### config.mk
export PLATFORM = sky130hd
export DESIGN_NAME = word_frequency_table
export DESIGN_NICKNAME = d
export VERILOG_FILES = /design/src/design/wft_pkg.sv /design/src/design/wft_ram.sv /design/src/design/wft_unit.sv /design/src/design/word_frequency_table.sv
export SDC_FILE = /design/constraint.sdc
export NUM_CORES = 2
export LEC_CHECK = 0
export ABC_CLOCK_PERIOD_IN_PS = 7200
export BUFFER_PORTS_ARGS = -buffer_cell sky130_fd_sc_hd__buf_2
export CAP_MARGIN = 20
export CORE_ASPECT_RATIO = 1.4
export CORE_MARGIN = 4
export CORE_UTILIZATION = 49
export CTS_CLUSTER_DIAMETER = 200
export DETAILED_ROUTE_END_ITERATION = 6
export PLACE_DENSITY_LB_ADDON = 0.12
export REMOVE_ABC_BUFFERS = 1
export SLEW_MARGIN = 0
export SYNTH_ARGS = -nofsm -noshare
export SYNTH_HDL_FRONTEND = slang
export SYNTH_SLANG_ARGS = --single-unit
### constraint.sdc
create_clock -name clk -period 7.2 [get_ports clk]
set_input_delay 1.44 -clock clk [delete_from_list [all_inputs] [get_ports clk]]
set_output_delay 1.44 -clock clk [all_outputs]
set_load 0.02 [all_outputs]
### src/design/wft_pkg.sv
package wft_pkg;

    localparam int CAPACITY_DEF    = 16;
    localparam int MAX_LETTERS_DEF = 8;
    localparam int COUNT_WIDTH_DEF = 16;

    localparam int WORD_W     = 64;
    localparam int WORD_BYTES = 8;
    localparam int LEN_W      = 4;
    localparam int SLOT_W     = 4;
    localparam int FREQ_W     = 16;
    localparam int DIST_W     = 5;

    localparam logic MODE_ADD    = 1'b0;
    localparam logic MODE_REMOVE = 1'b1;

    typedef logic [1:0] step_op_t;

    localparam step_op_t OP_HOLD = 2'd0;
    localparam step_op_t OP_INC  = 2'd1;
    localparam step_op_t OP_DEC  = 2'd2;

    typedef struct packed {
        logic eq;
        logic at_max;
        logic above_one;
    } unit_flags_t;

endpackage

### src/design/wft_ram.sv
module wft_ram #(
    parameter int WIDTH = 8,
    parameter int DEPTH = 16
) (
    input  logic                     clk,
    input  logic                     wr_en,
    input  logic [$clog2(DEPTH)-1:0] wr_addr,
    input  logic [WIDTH-1:0]         wr_data,
    input  logic [$clog2(DEPTH)-1:0] rd_addr,
    output logic [WIDTH-1:0]         rd_data
);

    logic [WIDTH-1:0] mem [DEPTH];

    always_ff @(posedge clk)
    begin
        if (wr_en)
        begin
            mem[wr_addr] <= wr_data;
        end
        rd_data <= mem[rd_addr];
    end

endmodule

### src/design/wft_unit.sv
module wft_unit #(
    parameter int COUNT_WIDTH = wft_pkg::COUNT_WIDTH_DEF
) (
    input  logic [wft_pkg::WORD_W-1:0] entry_word,
    input  logic [wft_pkg::LEN_W-1:0]  entry_len,
    input  logic [wft_pkg::WORD_W-1:0] key_word,
    input  logic [wft_pkg::LEN_W-1:0]  key_len,
    input  wft_pkg::step_op_t          op,
    input  logic [COUNT_WIDTH-1:0]     value,
    output logic [COUNT_WIDTH-1:0]     result,
    output wft_pkg::unit_flags_t       flags
);

    always_comb
    begin
        flags.eq        = (entry_word == key_word) && (entry_len == key_len);
        flags.at_max    = &value;
        flags.above_one = value > COUNT_WIDTH'(1);
    end

    // saturating step in both directions
    always_comb
    begin
        case (op)
            wft_pkg::OP_INC: result = flags.at_max ? value : value + COUNT_WIDTH'(1);
            wft_pkg::OP_DEC: result = (value == '0) ? value : value - COUNT_WIDTH'(1);
            default:         result = value;
        endcase
    end

endmodule

### src/design/word_frequency_table.sv
// Word frequency table: up to CAPACITY distinct words with saturating counts,
// plus a distinct-word tally and a summed count for each word length.
// Input channel (in_valid/in_ready) carries one request: mode (0 add, 1 remove),
// word (letters packed from the low byte) and word_length. Bytes at and above
// word_length are treated as zero. Output channel (out_valid/out_ready) returns
// exactly one result per request.
// The search reads one entry per cycle from the single-port-read entry memory
// through one shared comparator, until a match or the end of the stored words;
// a freed slot costs one extra read and write to move the last entry. A request
// of invalid length skips the search and goes straight to the tally step.
// The block takes one request at a time; in_ready is high only while idle.
// A finished result sits in the output register; the next request can be taken
// while it waits, but that request does not complete until out_ready takes the
// earlier result.
// Reset (rst_n low, asynchronous) empties the table and clears all tallies
// at once; the entry memory needs no clearing.
module word_frequency_table #(
    parameter int CAPACITY    = wft_pkg::CAPACITY_DEF,
    parameter int MAX_LETTERS = wft_pkg::MAX_LETTERS_DEF,
    parameter int COUNT_WIDTH = wft_pkg::COUNT_WIDTH_DEF
) (
    input  logic                        clk,
    input  logic                        rst_n,
    input  logic                        in_valid,
    output logic                        in_ready,
    input  logic                        mode,
    input  logic [wft_pkg::WORD_W-1:0]  word,
    input  logic [wft_pkg::LEN_W-1:0]   word_length,
    output logic                        out_valid,
    input  logic                        out_ready,
    output logic                        was_present,
    output logic [wft_pkg::SLOT_W-1:0]  slot,
    output logic [wft_pkg::FREQ_W-1:0]  new_freq,
    output logic                        table_full_error,
    output logic [wft_pkg::DIST_W-1:0]  distinct_words,
    output logic [wft_pkg::DIST_W-1:0]  distinct_of_length,
    output logic [wft_pkg::FREQ_W-1:0]  freq_sum_of_length
);

    localparam int IDX_W   = $clog2(CAPACITY);
    localparam int CNT_W   = $clog2(CAPACITY + 1);
    localparam int LI_W    = (MAX_LETTERS > 1) ? $clog2(MAX_LETTERS) : 1;
    localparam int ENTRY_W = wft_pkg::WORD_W + wft_pkg::LEN_W + COUNT_WIDTH;

    localparam logic [2:0] S_IDLE  = 3'd0;
    localparam logic [2:0] S_SCAN  = 3'd1;
    localparam logic [2:0] S_UPD   = 3'd2;
    localparam logic [2:0] S_MVRD  = 3'd3;
    localparam logic [2:0] S_MVWR  = 3'd4;
    localparam logic [2:0] S_TALLY = 3'd5;
    localparam logic [2:0] S_DONE  = 3'd6;

    function automatic logic [wft_pkg::WORD_W-1:0] mask_word(
        input logic [wft_pkg::WORD_W-1:0] w,
        input logic [wft_pkg::LEN_W-1:0]  len
    );
        logic [wft_pkg::WORD_W-1:0] m;
        for (int i = 0; i < wft_pkg::WORD_BYTES; i++)
        begin
            m[8*i +: 8] = (wft_pkg::LEN_W'(i) < len) ? w[8*i +: 8] : 8'h00;
        end
        return m;
    endfunction

    // control state
    logic [2:0]             state_reg, state_next;
    logic [CNT_W-1:0]       scan_reg, scan_next;
    logic                   pend_reg, pend_next;
    logic [CNT_W-1:0]       used_reg, used_next;
    logic [CNT_W-1:0]       wpl_reg [MAX_LETTERS];
    logic [CNT_W-1:0]       wpl_next;
    logic [COUNT_WIDTH-1:0] sum_reg [MAX_LETTERS];
    logic                   out_valid_reg;

    // request payload and working values
    logic                       mode_reg, mode_next;
    logic [wft_pkg::WORD_W-1:0] key_reg, key_next;
    logic [wft_pkg::LEN_W-1:0]  len_reg, len_next;
    logic                       lv_reg, lv_next;
    logic [LI_W-1:0]            li_reg, li_next;
    logic [IDX_W-1:0]           cmp_reg, cmp_next;
    logic [IDX_W-1:0]           pos_reg, pos_next;
    logic [COUNT_WIDTH-1:0]     cnt_reg, cnt_next;
    logic [COUNT_WIDTH-1:0]     freq_reg, freq_next;
    logic                       found_reg, found_next;
    logic                       err_reg, err_next;
    wft_pkg::step_op_t          sum_op_reg, sum_op_next;
    wft_pkg::step_op_t          wpl_op_reg, wpl_op_next;
    wft_pkg::step_op_t          used_op_reg, used_op_next;

    // result register
    logic                        present_reg;
    logic [wft_pkg::SLOT_W-1:0]  slot_reg;
    logic [wft_pkg::FREQ_W-1:0]  new_freq_reg;
    logic                        error_reg;
    logic [wft_pkg::DIST_W-1:0]  distinct_reg;
    logic [wft_pkg::DIST_W-1:0]  dist_len_reg;
    logic [wft_pkg::FREQ_W-1:0]  sum_len_reg;

    // memory and shared unit
    logic                       wr_en;
    logic [IDX_W-1:0]           wr_addr;
    logic [ENTRY_W-1:0]         wr_data;
    logic [IDX_W-1:0]           rd_addr;
    logic [ENTRY_W-1:0]         rd_data;
    logic [wft_pkg::WORD_W-1:0] rd_word;
    logic [wft_pkg::LEN_W-1:0]  rd_len;
    logic [COUNT_WIDTH-1:0]     rd_cnt;

    wft_pkg::step_op_t      unit_op;
    logic [COUNT_WIDTH-1:0] unit_val;
    logic [COUNT_WIDTH-1:0] unit_res;
    wft_pkg::unit_flags_t   flags;

    logic                   in_len_ok;
    logic [CNT_W-1:0]       last_pos;
    logic                   out_load;
    logic [31:0]            pos_ext, freq_ext, used_ext, wpl_ext, sum_ext;

    assign rd_word = rd_data[wft_pkg::WORD_W-1:0];
    assign rd_len  = rd_data[wft_pkg::WORD_W +: wft_pkg::LEN_W];
    assign rd_cnt  = rd_data[ENTRY_W-1 -: COUNT_WIDTH];

    assign in_len_ok = (word_length != '0) &&
                       (word_length <= wft_pkg::LEN_W'(MAX_LETTERS));
    assign last_pos  = used_reg - CNT_W'(1);
    assign in_ready  = (state_reg == S_IDLE);
    assign out_load  = (state_reg == S_DONE) && (!out_valid_reg || out_ready);

    wft_ram #(
        .WIDTH (ENTRY_W),
        .DEPTH (CAPACITY)
    ) u_entries (
        .clk     (clk),
        .wr_en   (wr_en),
        .wr_addr (wr_addr),
        .wr_data (wr_data),
        .rd_addr (rd_addr),
        .rd_data (rd_data)
    );

    wft_unit #(
        .COUNT_WIDTH (COUNT_WIDTH)
    ) u_unit (
        .entry_word (rd_word),
        .entry_len  (rd_len),
        .key_word   (key_reg),
        .key_len    (len_reg),
        .op         (unit_op),
        .value      (unit_val),
        .result     (unit_res),
        .flags      (flags)
    );

    always_comb
    begin
        state_next   = state_reg;
        scan_next    = scan_reg;
        pend_next    = pend_reg;
        mode_next    = mode_reg;
        key_next     = key_reg;
        len_next     = len_reg;
        lv_next      = lv_reg;
        li_next      = li_reg;
        cmp_next     = cmp_reg;
        pos_next     = pos_reg;
        cnt_next     = cnt_reg;
        freq_next    = freq_reg;
        found_next   = found_reg;
        err_next     = err_reg;
        sum_op_next  = sum_op_reg;
        wpl_op_next  = wpl_op_reg;
        used_op_next = used_op_reg;
        unit_op      = wft_pkg::OP_HOLD;
        unit_val     = cnt_reg;
        wr_en        = 1'b0;
        wr_addr      = pos_reg;
        wr_data      = {unit_res, len_reg, key_reg};
        rd_addr      = scan_reg[IDX_W-1:0];

        case (state_reg)
            S_IDLE:
            begin
                if (in_valid)
                begin
                    mode_next    = mode;
                    key_next     = mask_word(word, word_length);
                    len_next     = word_length;
                    lv_next      = in_len_ok;
                    li_next      = in_len_ok ? LI_W'(word_length - wft_pkg::LEN_W'(1)) : '0;
                    scan_next    = '0;
                    pend_next    = 1'b0;
                    found_next   = 1'b0;
                    err_next     = 1'b0;
                    pos_next     = '0;
                    freq_next    = '0;
                    sum_op_next  = wft_pkg::OP_HOLD;
                    wpl_op_next  = wft_pkg::OP_HOLD;
                    used_op_next = wft_pkg::OP_HOLD;
                    state_next   = in_len_ok ? S_SCAN : S_TALLY;
                end
            end

            // issue one read per cycle, compare the entry read the cycle before
            S_SCAN:
            begin
                if (pend_reg && flags.eq)
                begin
                    found_next = 1'b1;
                    pos_next   = cmp_reg;
                    cnt_next   = rd_cnt;
                    state_next = S_UPD;
                end
                else if (scan_reg >= used_reg)
                begin
                    if (mode_reg == wft_pkg::MODE_ADD)
                    begin
                        if (used_reg >= CNT_W'(CAPACITY))
                        begin
                            err_next = 1'b1;
                        end
                        else
                        begin
                            // append at the end of the table
                            wr_en        = 1'b1;
                            wr_addr      = used_reg[IDX_W-1:0];
                            wr_data      = {COUNT_WIDTH'(1), len_reg, key_reg};
                            pos_next     = used_reg[IDX_W-1:0];
                            freq_next    = COUNT_WIDTH'(1);
                            sum_op_next  = wft_pkg::OP_INC;
                            wpl_op_next  = wft_pkg::OP_INC;
                            used_op_next = wft_pkg::OP_INC;
                        end
                    end
                    state_next = S_TALLY;
                end
                else
                begin
                    pend_next = 1'b1;
                    cmp_next  = scan_reg[IDX_W-1:0];
                    scan_next = scan_reg + CNT_W'(1);
                end
            end

            S_UPD:
            begin
                unit_val = cnt_reg;
                if (mode_reg == wft_pkg::MODE_ADD)
                begin
                    unit_op     = wft_pkg::OP_INC;
                    wr_en       = 1'b1;
                    freq_next   = unit_res;
                    sum_op_next = flags.at_max ? wft_pkg::OP_HOLD : wft_pkg::OP_INC;
                    state_next  = S_TALLY;
                end
                else
                begin
                    sum_op_next = wft_pkg::OP_DEC;
                    if (flags.above_one)
                    begin
                        unit_op    = wft_pkg::OP_DEC;
                        wr_en      = 1'b1;
                        freq_next  = unit_res;
                        state_next = S_TALLY;
                    end
                    else
                    begin
                        // free the slot: move the last entry into it
                        freq_next    = '0;
                        wpl_op_next  = wft_pkg::OP_DEC;
                        used_op_next = wft_pkg::OP_DEC;
                        state_next   = S_MVRD;
                    end
                end
            end

            S_MVRD:
            begin
                rd_addr    = last_pos[IDX_W-1:0];
                state_next = S_MVWR;
            end

            S_MVWR:
            begin
                wr_en      = 1'b1;
                wr_addr    = pos_reg;
                wr_data    = rd_data;
                state_next = S_TALLY;
            end

            S_TALLY:
            begin
                unit_val   = sum_reg[li_reg];
                unit_op    = sum_op_reg;
                state_next = S_DONE;
            end

            S_DONE:
            begin
                if (out_load)
                begin
                    state_next = S_IDLE;
                end
            end

            default:
            begin
                state_next = S_IDLE;
            end
        endcase
    end

    always_comb
    begin
        case (wpl_op_reg)
            wft_pkg::OP_INC: wpl_next = wpl_reg[li_reg] + CNT_W'(1);
            wft_pkg::OP_DEC: wpl_next = (wpl_reg[li_reg] == '0) ? wpl_reg[li_reg]
                                                              : wpl_reg[li_reg] - CNT_W'(1);
            default:         wpl_next = wpl_reg[li_reg];
        endcase
        case (used_op_reg)
            wft_pkg::OP_INC: used_next = used_reg + CNT_W'(1);
            wft_pkg::OP_DEC: used_next = last_pos;
            default:         used_next = used_reg;
        endcase
    end

    always_ff @(posedge clk or negedge rst_n)
    begin
        if (!rst_n)
        begin
            state_reg     <= S_IDLE;
            scan_reg      <= '0;
            pend_reg      <= 1'b0;
            used_reg      <= '0;
            out_valid_reg <= 1'b0;
            for (int i = 0; i < MAX_LETTERS; i++)
            begin
                wpl_reg[i] <= '0;
                sum_reg[i] <= '0;
            end
        end
        else
        begin
            state_reg <= state_next;
            scan_reg  <= scan_next;
            pend_reg  <= pend_next;
            if (state_reg == S_TALLY)
            begin
                used_reg        <= used_next;
                wpl_reg[li_reg] <= wpl_next;
                sum_reg[li_reg] <= unit_res;
            end
            if (out_load)
            begin
                out_valid_reg <= 1'b1;
            end
            else if (out_ready)
            begin
                out_valid_reg <= 1'b0;
            end
        end
    end

    assign pos_ext  = 32'(pos_reg);
    assign freq_ext = 32'(freq_reg);
    assign used_ext = 32'(used_reg);
    assign wpl_ext  = 32'(wpl_reg[li_reg]);
    assign sum_ext  = 32'(sum_reg[li_reg]);

    always_ff @(posedge clk)
    begin
        mode_reg    <= mode_next;
        key_reg     <= key_next;
        len_reg     <= len_next;
        lv_reg      <= lv_next;
        li_reg      <= li_next;
        cmp_reg     <= cmp_next;
        pos_reg     <= pos_next;
        cnt_reg     <= cnt_next;
        freq_reg    <= freq_next;
        found_reg   <= found_next;
        err_reg     <= err_next;
        sum_op_reg  <= sum_op_next;
        wpl_op_reg  <= wpl_op_next;
        used_op_reg <= used_op_next;
        if (out_load)
        begin
            present_reg  <= found_reg;
            slot_reg     <= pos_ext[wft_pkg::SLOT_W-1:0];
            new_freq_reg <= freq_ext[wft_pkg::FREQ_W-1:0];
            error_reg    <= err_reg;
            distinct_reg <= used_ext[wft_pkg::DIST_W-1:0];
            dist_len_reg <= lv_reg ? wpl_ext[wft_pkg::DIST_W-1:0] : '0;
            sum_len_reg  <= lv_reg ? sum_ext[wft_pkg::FREQ_W-1:0] : '0;
        end
    end

    assign out_valid          = out_valid_reg;
    assign was_present        = present_reg;
    assign slot               = slot_reg;
    assign new_freq           = new_freq_reg;
    assign table_full_error   = error_reg;
    assign distinct_words     = distinct_reg;
    assign distinct_of_length = dist_len_reg;
    assign freq_sum_of_length = sum_len_reg;

`ifndef NO_ASSERTIONS
    a_used_bound: assert property (@(posedge clk) disable iff (!rst_n)
        used_reg <= CNT_W'(CAPACITY))
        else $error("stored word count exceeds capacity");

    a_one_at_a_time: assert property (@(posedge clk) disable iff (!rst_n)
        in_valid && in_ready |=> !in_ready)
        else $error("request taken while another is in progress");

    a_write_window: assert property (@(posedge clk) disable iff (!rst_n)
        wr_en |-> (state_reg == S_SCAN || state_reg == S_UPD || state_reg == S_MVWR))
        else $error("entry memory written outside an update step");

    a_full_result: assert property (@(posedge clk) disable iff (!rst_n)
        out_valid && table_full_error |-> !was_present && new_freq == '0)
        else $error("table full result reports a stored word");
`endif

endmodule

== Yosys cells after proc, flatten, opt, wreduce, memory -nomap -nowiden ==
Memory sizes are Yosys's and may differ from the RTL's. A register that Yosys moved wholly into a read port is not among the register bits.
Index checks and enable logic that the tools add are counted.

* $add $sub $neg: 8
* Multiplexer cells: 89
* Bitwise logic cells: 3
* Reduce and logical (&&, ||, !) cells: 27
* Equal/unequal tests: 24
* $lt $le $gt $ge: 14

{| class="wikitable"
|+ Operators with widths
! operator !! number
|-
| two-way mux 84 bit || 4
|-
| two-way mux 16 bit || 13
|-
| one-hot mux 84 bit (2 select lines) || 1
|-
| bitwise mux 128 bit || 1
|-
| equality test 64 bit || 1
|-
| binary-select mux 16 bit (select 3 bit) || 1
|-
| demux 16 bit (select 3 bit) || 1
|-
| one-hot mux 16 bit (3 select lines) || 1
|-
| bitwise mux 40 bit || 1
|-
| two-way mux 5 bit || 7
|-
| two-way mux 4 bit || 8
|-
| one-hot mux 16 bit (2 select lines) || 1
|-
| one-hot mux 5 bit (2 select lines) || 3
|-
| != test 2 bit (second input constant) || 11
|-
| two-way mux 3 bit || 7
|-
| one-hot mux 3 bit (7 select lines) || 1
|-
| two-way mux 2 bit || 10
|-
| two-way mux 1 bit || 19
|-
| adder 16 x 1 -> 16 bit (second input constant) || 1
|-
| greater-than comparator 16 x 1 -> 1 bit (second input constant) || 1
|-
| zero test 16 bit || 1
|-
| < comparator 3 x 4 -> 1 bit (first input constant) || 4
|-
| AND reduction 16 bit || 1
|-
| subtractor 16 x 1 -> 16 bit (second input constant) || 1
|-
| 39 further kinds || 65
|}

* Register bits after elaboration: 350
* Bits in writable memories: 1,344
* Output and inout port bits: 50
* Memories kept: 1
* Logic and storage cells: 214

{| class="wikitable"
|+ Memory list
! memory !! words !! bits a word !! read ports !! clocked after Yosys merged registers in !! wr ports !! RTL line !! source
|-
| u_entries.mem || 16 || 84 || 1 || 1 || 1 || wft_ram.sv:13 || <nowiki>logic [WIDTH-1:0] mem [DEPTH];</nowiki>
|}

== Longest topological paths before layout ==
* Depth after elaboration: 16
* Gate-level depth with buffers: 20

== Hierarchy ==
From an unflattened synthesis, not the netlist that was laid out.

* Cell total of the unflattened synthesis: 3,908
* Area, all modules: 70,453.8 um2

{| class="wikitable"
|+ By module, submodules not included
! module !! seq. area each (um2) !! area an instance (um2) !! cells each !! instances
|-
| wft_ram || 42,040.3 || 52,052.4 || 2,154 || 1
|-
| word_frequency_table || 9,594.2 || 16,344.4 || 1,476 || 1
|-
| wft_unit || 0.0 || 2,057.0 || 278 || 1
|}

== Least setup slack after synthesis ==
OpenSTA, ideal clock, no wires.

* Path kind: reg-to-reg
* Start: register li_reg[0]
* End: memory u_entries.mem[7][0] (netlist name) (enable)
* Slack: 496 ps
* Arrival time: 6,176 ps
* Cell stages (with the launch flop): 13
* Path through: edfxtp_1 -> buf_6 -> buf_6 -> inv_2 -> mux4_2 -> o21a_1 -> clkbuf_1 -> ha_1 -> o2111ai_1 -> nor4_1 -> o21ai_0 -> a32oi_1 -> nor2_1

* Word-level cells in the longest chain between the ends: 11

{| class="wikitable"
|+ RTL lines
! what !! RTL line !! source
|-
| from (decl) || word_frequency_table.sv:80 || <nowiki>logic [LI_W-1:0] li_reg, li_next;</nowiki>
|-
| from (signal assigned) || word_frequency_table.sv:377 || <nowiki>li_reg <= li_next;</nowiki>
|-
| NOT 3 -> 4 bit (implied by the code) || word_frequency_table.sv:293 || <nowiki>unit_val = sum_reg[li_reg];</nowiki>
|-
| binary-select mux 16 bit (select 3 bit) || word_frequency_table.sv:293 ||
|-
| two-way mux 16 bit (implied by the code) (2 in series) || word_frequency_table.sv:293 ||
|-
| two-way mux 16 bit || word_frequency_table.sv:181 || <nowiki>case (state_reg)</nowiki>
|-
| greater-than comparator 16 x 1 -> 1 bit || wft_unit.sv:18 || <nowiki>flags.above_one = value > COUNT_WIDTH'(1);</nowiki>
|-
| two-way mux 1 bit || word_frequency_table.sv:259 || <nowiki>if (flags.above_one)</nowiki>
|-
| two-way mux 1 bit || word_frequency_table.sv:248 || <nowiki>if (mode_reg == wft_pkg::MODE_ADD)</nowiki>
|-
| one-hot mux 1 bit (3 select lines) || word_frequency_table.sv:181 ||
|-
| two-way mux 1 bit || wft_ram.sv:17 || <nowiki>if (wr_en)</nowiki>
|-
| two-way mux 1 bit (implied by the code) || wft_ram.sv:19 || <nowiki>mem[wr_addr] <= wr_data;</nowiki>
|-
| to (decl) || wft_ram.sv:13 ||
|}

No other way between the ends. The select of a mux whose other input is x is not followed.

== Final worst setup path ==
* Start: register li_reg[0]
* End: memory u_entries.mem[15][83] (netlist name), data pin

* Word-level cells in the longest chain between the ends: 16

{| class="wikitable"
|+ RTL lines
! what !! RTL line !! source
|-
| NOT 3 -> 4 bit (implied by the code) * || word_frequency_table.sv:293 ||
|-
| binary-select mux 16 bit (select 3 bit) * || word_frequency_table.sv:293 ||
|-
| two-way mux 16 bit (implied by the code) * (2 in series) || word_frequency_table.sv:293 ||
|-
| two-way mux 16 bit * || word_frequency_table.sv:181 ||
|-
| greater-than comparator 16 x 1 -> 1 bit || wft_unit.sv:18 ||
|-
| two-way mux 2 bit || word_frequency_table.sv:259 ||
|-
| two-way mux 2 bit || word_frequency_table.sv:248 ||
|-
| one-hot mux 2 bit (2 select lines) || word_frequency_table.sv:181 ||
|-
| equality test 2 bit or equality test 2 x 1 -> 1 bit (tied branches) || wft_unit.sv:24 || <nowiki>case (op)</nowiki>
|-
| one-hot mux 16 bit (2 select lines) * || wft_unit.sv:24 ||
|-
| two-way mux 84 bit || word_frequency_table.sv:218 || <nowiki>if (used_reg >= CNT_W'(CAPACITY))</nowiki>
|-
| two-way mux 84 bit || word_frequency_table.sv:216 || <nowiki>if (mode_reg == wft_pkg::MODE_ADD)</nowiki>
|-
| two-way mux 84 bit || word_frequency_table.sv:214 || <nowiki>else if (scan_reg >= used_reg)</nowiki>
|-
| two-way mux 84 bit || word_frequency_table.sv:207 || <nowiki>if (pend_reg && flags.eq)</nowiki>
|-
| one-hot mux 84 bit (2 select lines) * || word_frequency_table.sv:181 ||
|-
| via u_entries.wr_data[83] || wft_ram.sv:8 || <nowiki>input logic [WIDTH-1:0] wr_data,</nowiki>
|}

Mark *: on every way through the listed nets, which the timed path passes. The rest lies on a longest branch. The select of a mux whose other input is x is not followed.

==> impl_metrics.csv <==
group,metric,value,unit
critical_path,cp_num_buf_inv,5,
pwr,powerDensity,435,nW/µm²
timing,hold_slack,0.420,ns
timing,rsz0062_at_grt,"no",
synth,synth_area_leaders,"edfxtp_1 (64%), mux4_2 (11%), dfrtp_1 (6.5%), dfxtp_1 (2.4%), mux2i_1 (2.3%)",
timing,clock_skew,0.0333,ns
clocking,holdBufCountCts,0,
route,firstDrtPassIters,6,
clocking,cts_tree,"built",
clocking,htreeDepth,4,
synth,synth_area,70900,µm²
synth,yosysSeqAreaShare,72.8,%
critical_path,critPathMaxFanout,21,
floorplanning,initial_core_util,49.5,%
synth,synthDistinctLibCells,88,
clocking,cts.sinks,1778,
timing,min_period,5.66,ns
route,met2_length,90100,µm
global_routing,antenna_found_initial,3,
timing,post-route-period-util,78.7,%
timing,tns,0,ns
synth,yosys.cell_count.top_type,"edfxtp_1",
route,drtIter0Drc,3129,
synth,synthAdderAreaFrac,0.353,%
timing,drv_slew,0,
layout,fin_util,56.0,%
global_routing,grt_max_degree,136,
pwr,power,34.9,mW
place,globalplace.congestion,0.901,
synth,synth_xor_area_share,0.630,%
clocking,cts_buffer_depth,3,
place,dp_hpwl,92000,µm
route,routedWlPerCell,27.7,µm
clocking,clock-root-buffer,"clkbuf_16",
floorplanning,die_h,458,µm
global_routing,overflow,0,
critical_path,crit_slowest_cell,"a21oi_1",
route,drc,0,
synth,ys_ff_latch,1778,
run_status,status,"complete, no violations",
hold_path,hold_class,"register to register",
critical_path,crit_arrival,6.11,ns
critical_path,crit_type,"register to register",
route,top_layer_used,"met4",
synth,synthArstFlopShare,10.3,%
clocking,post_cts_resized,0,
timing,hold_viol,0,
pwr,p_leak,27.4,nW
route,drt-met1-wl,72400,µm
route,viasPerCell,5.91,
timing,tightest_slew,1.12,ns
critical_path,cp.required,7.65,ns
layout,syn2layout_area_growth,13.1,%
layout,nNetsFinal,4381,
route,ant_nets,0,
timing,fmax,177,MHz
route,dr_wl_met3,8040,µm
global_routing,grt_pass1_vias,38100,
critical_path,cp-end-kind,"register",
layout,largest_register_ffs,1344,
critical_path,slowest_delay,0.83,ns
clocking,post-cts-setup-buffers,0,
clocking,clkLatencyLatePin,0.81,ns
critical_path,critPathLaunchType,"register",
clocking,cts-buffers-inserted,171,
pwr,ir_drop,0.000304,V
floorplanning,fp-row-count,164,
route,num_vias,37500,
synth,synth_top_family_by_area,"multiplexers",
synth,ys_warn_count,0,
synth,synth.top_cell.area_share,64.0,%
critical_path,path_common_cell,"buf_4",
global_routing,grt_pass1_wl,258000,µm
floorplanning,die_area,151000,µm²
route,drt_wl_total,176000,µm
synth,synth-main-ff-cell,"edfxtp_1",
floorplanning,coreArea,143000,µm²
synth,syn_area_per_cell,17.4,µm²
synth,synth_top_area_cell,"edfxtp_1",
synth,yosys-top-cells-count,"edfxtp_1 (1511), mux4_2 (339), nand2_1 (283)",
layout,drive_above_1_share,22.0,%
synth,synth.mux.area_fraction,13.7,%
synth,synth-edff-count,1511,
critical_path,cp_top_family,"compound AO/OA/AOI/OAI gates",
global_routing,gr-usage-all-layers,23.5,%
timing,setup_viol,0,
place,port_buffers,122,
critical_path,path_cells,"buf_4 > mux2i_1 > o22ai_1 > o31ai_4 > nand4_2 > nor4_1 > buf_4 > o21ai_0 > a22o_1 > ha_1 > inv_1 > buf_4 > nand4_1 > buf_4 > o21ai_0 > a31oi_2 > a21oi_1",
synth,syn_inst,4067,
clocking,clkTransAtPathRegs,0.06,ns
floorplanning,die_x,329,µm
run,drv_cap,0,
synth,yosys.area_share.simple,5.65,%
floorplanning,ios,123,
synth,synth_compound_area_share,5.18,%
timing,relSlewSlack,25.1,%
## final timing paths
check	start	cells after the start	to	slack [ns]
worst max-delay path	li_reg[0]	17	u_entries.mem[15][83]	1.54
worst min-delay path	freq_reg[6]	0	new_freq[6]	0.42
worst max register to register	li_reg[0]	17	u_entries.mem[15][83]	1.54
worst min register to register	freq_reg[6]	0	new_freq[6]	0.42
max in group asynchronous	rst_n	2	sum_reg[25]	5.38
min in group asynchronous	rst_n	1	sum_reg[93]	0.59
## routing by layer
metal	global-route usage, %	vias up
met5	0	-
met2	40.5	1107
met4	7.35	0
li1	-	16400
met1	31.3	19700
met3	2.92	283
## layout by cell type, fill, tap and decap left out, types with 10 or more instances in the layout
cell	count
mux2_2	38
nand4_1	17
clkbuf_16	176
inv_1	62
a211oi_1	92
buf_4	129
mux2i_1	165
buf_12	26
nand2b_1	28
nor3_2	10
and2_1	16
ha_1	20
nor2_4	16
xnor2_1	32
a31oi_1	22
dfrtp_1	183
nor4_1	27
nor2b_1	153
edfxtp_1	1511
clkbuf_1	68
nor3_1	18
a21oi_1	189
buf_2	121
nand2_1	282
o22ai_1	39
dfxtp_1	84
nand3_1	23
mux4_2	339
o21ai_1	14
o21ai_0	86
xor2_1	19
clkbuf_8	27
nor2_1	176
clkinv_2	18
## cell families after synthesis
family / after synthesis
flip-flops: 1778
AND/OR/NAND/NOR: 819
AO/OA/AOI/OAI: 564
multiplexers: 542
buffers and inverters: 293
XOR/XNOR: 51
adder cells (fa/ha/maj): 20
## stage by stage
step                      setup WS (ns)  instance area (µm²)  cells
after floorplan                  -25.15                70000   3838
after global placement             1.52                74700   6021
after detailed placement           1.37                74700   6022
after CTS                          1.31                80200   6338
after global routing               1.04                80200   6341
final                              1.54                80200   6341
## final cells by class
type,instances,area [µm²]
fillers,11300,63000
clock buffers,271,5030
repair buffers,277,2110
diodes,1,2.50
clock inverters,45,445
flip-flops and latches,1778,51600
inverters,64,243
well taps,1909,2390
multi-input cells,1996,18300
## power by group
group	internal (mW)	switching (mW)	total, mW
logic	4.12	6.65	10.8
clock network	5.02	3.76	8.78
registers	14.5	0.796	15.3
total	23.7	11.2	34.9
## worst register-to-register path, delay by kind of cell (launching register included)
kind / cells / cell delay (ns)
AO/OA/AOI/OAI: 7 / 2.29
adder cells (fa/ha/maj): 1 / 0.36
buffers and inverters: 5 / 1.00
flip-flops: 1 / 0.54
multiplexers: 1 / 0.24
AND/OR/NAND/NOR: 3 / 0.86
No activity file was read; power rests on OpenSTA's default activity.
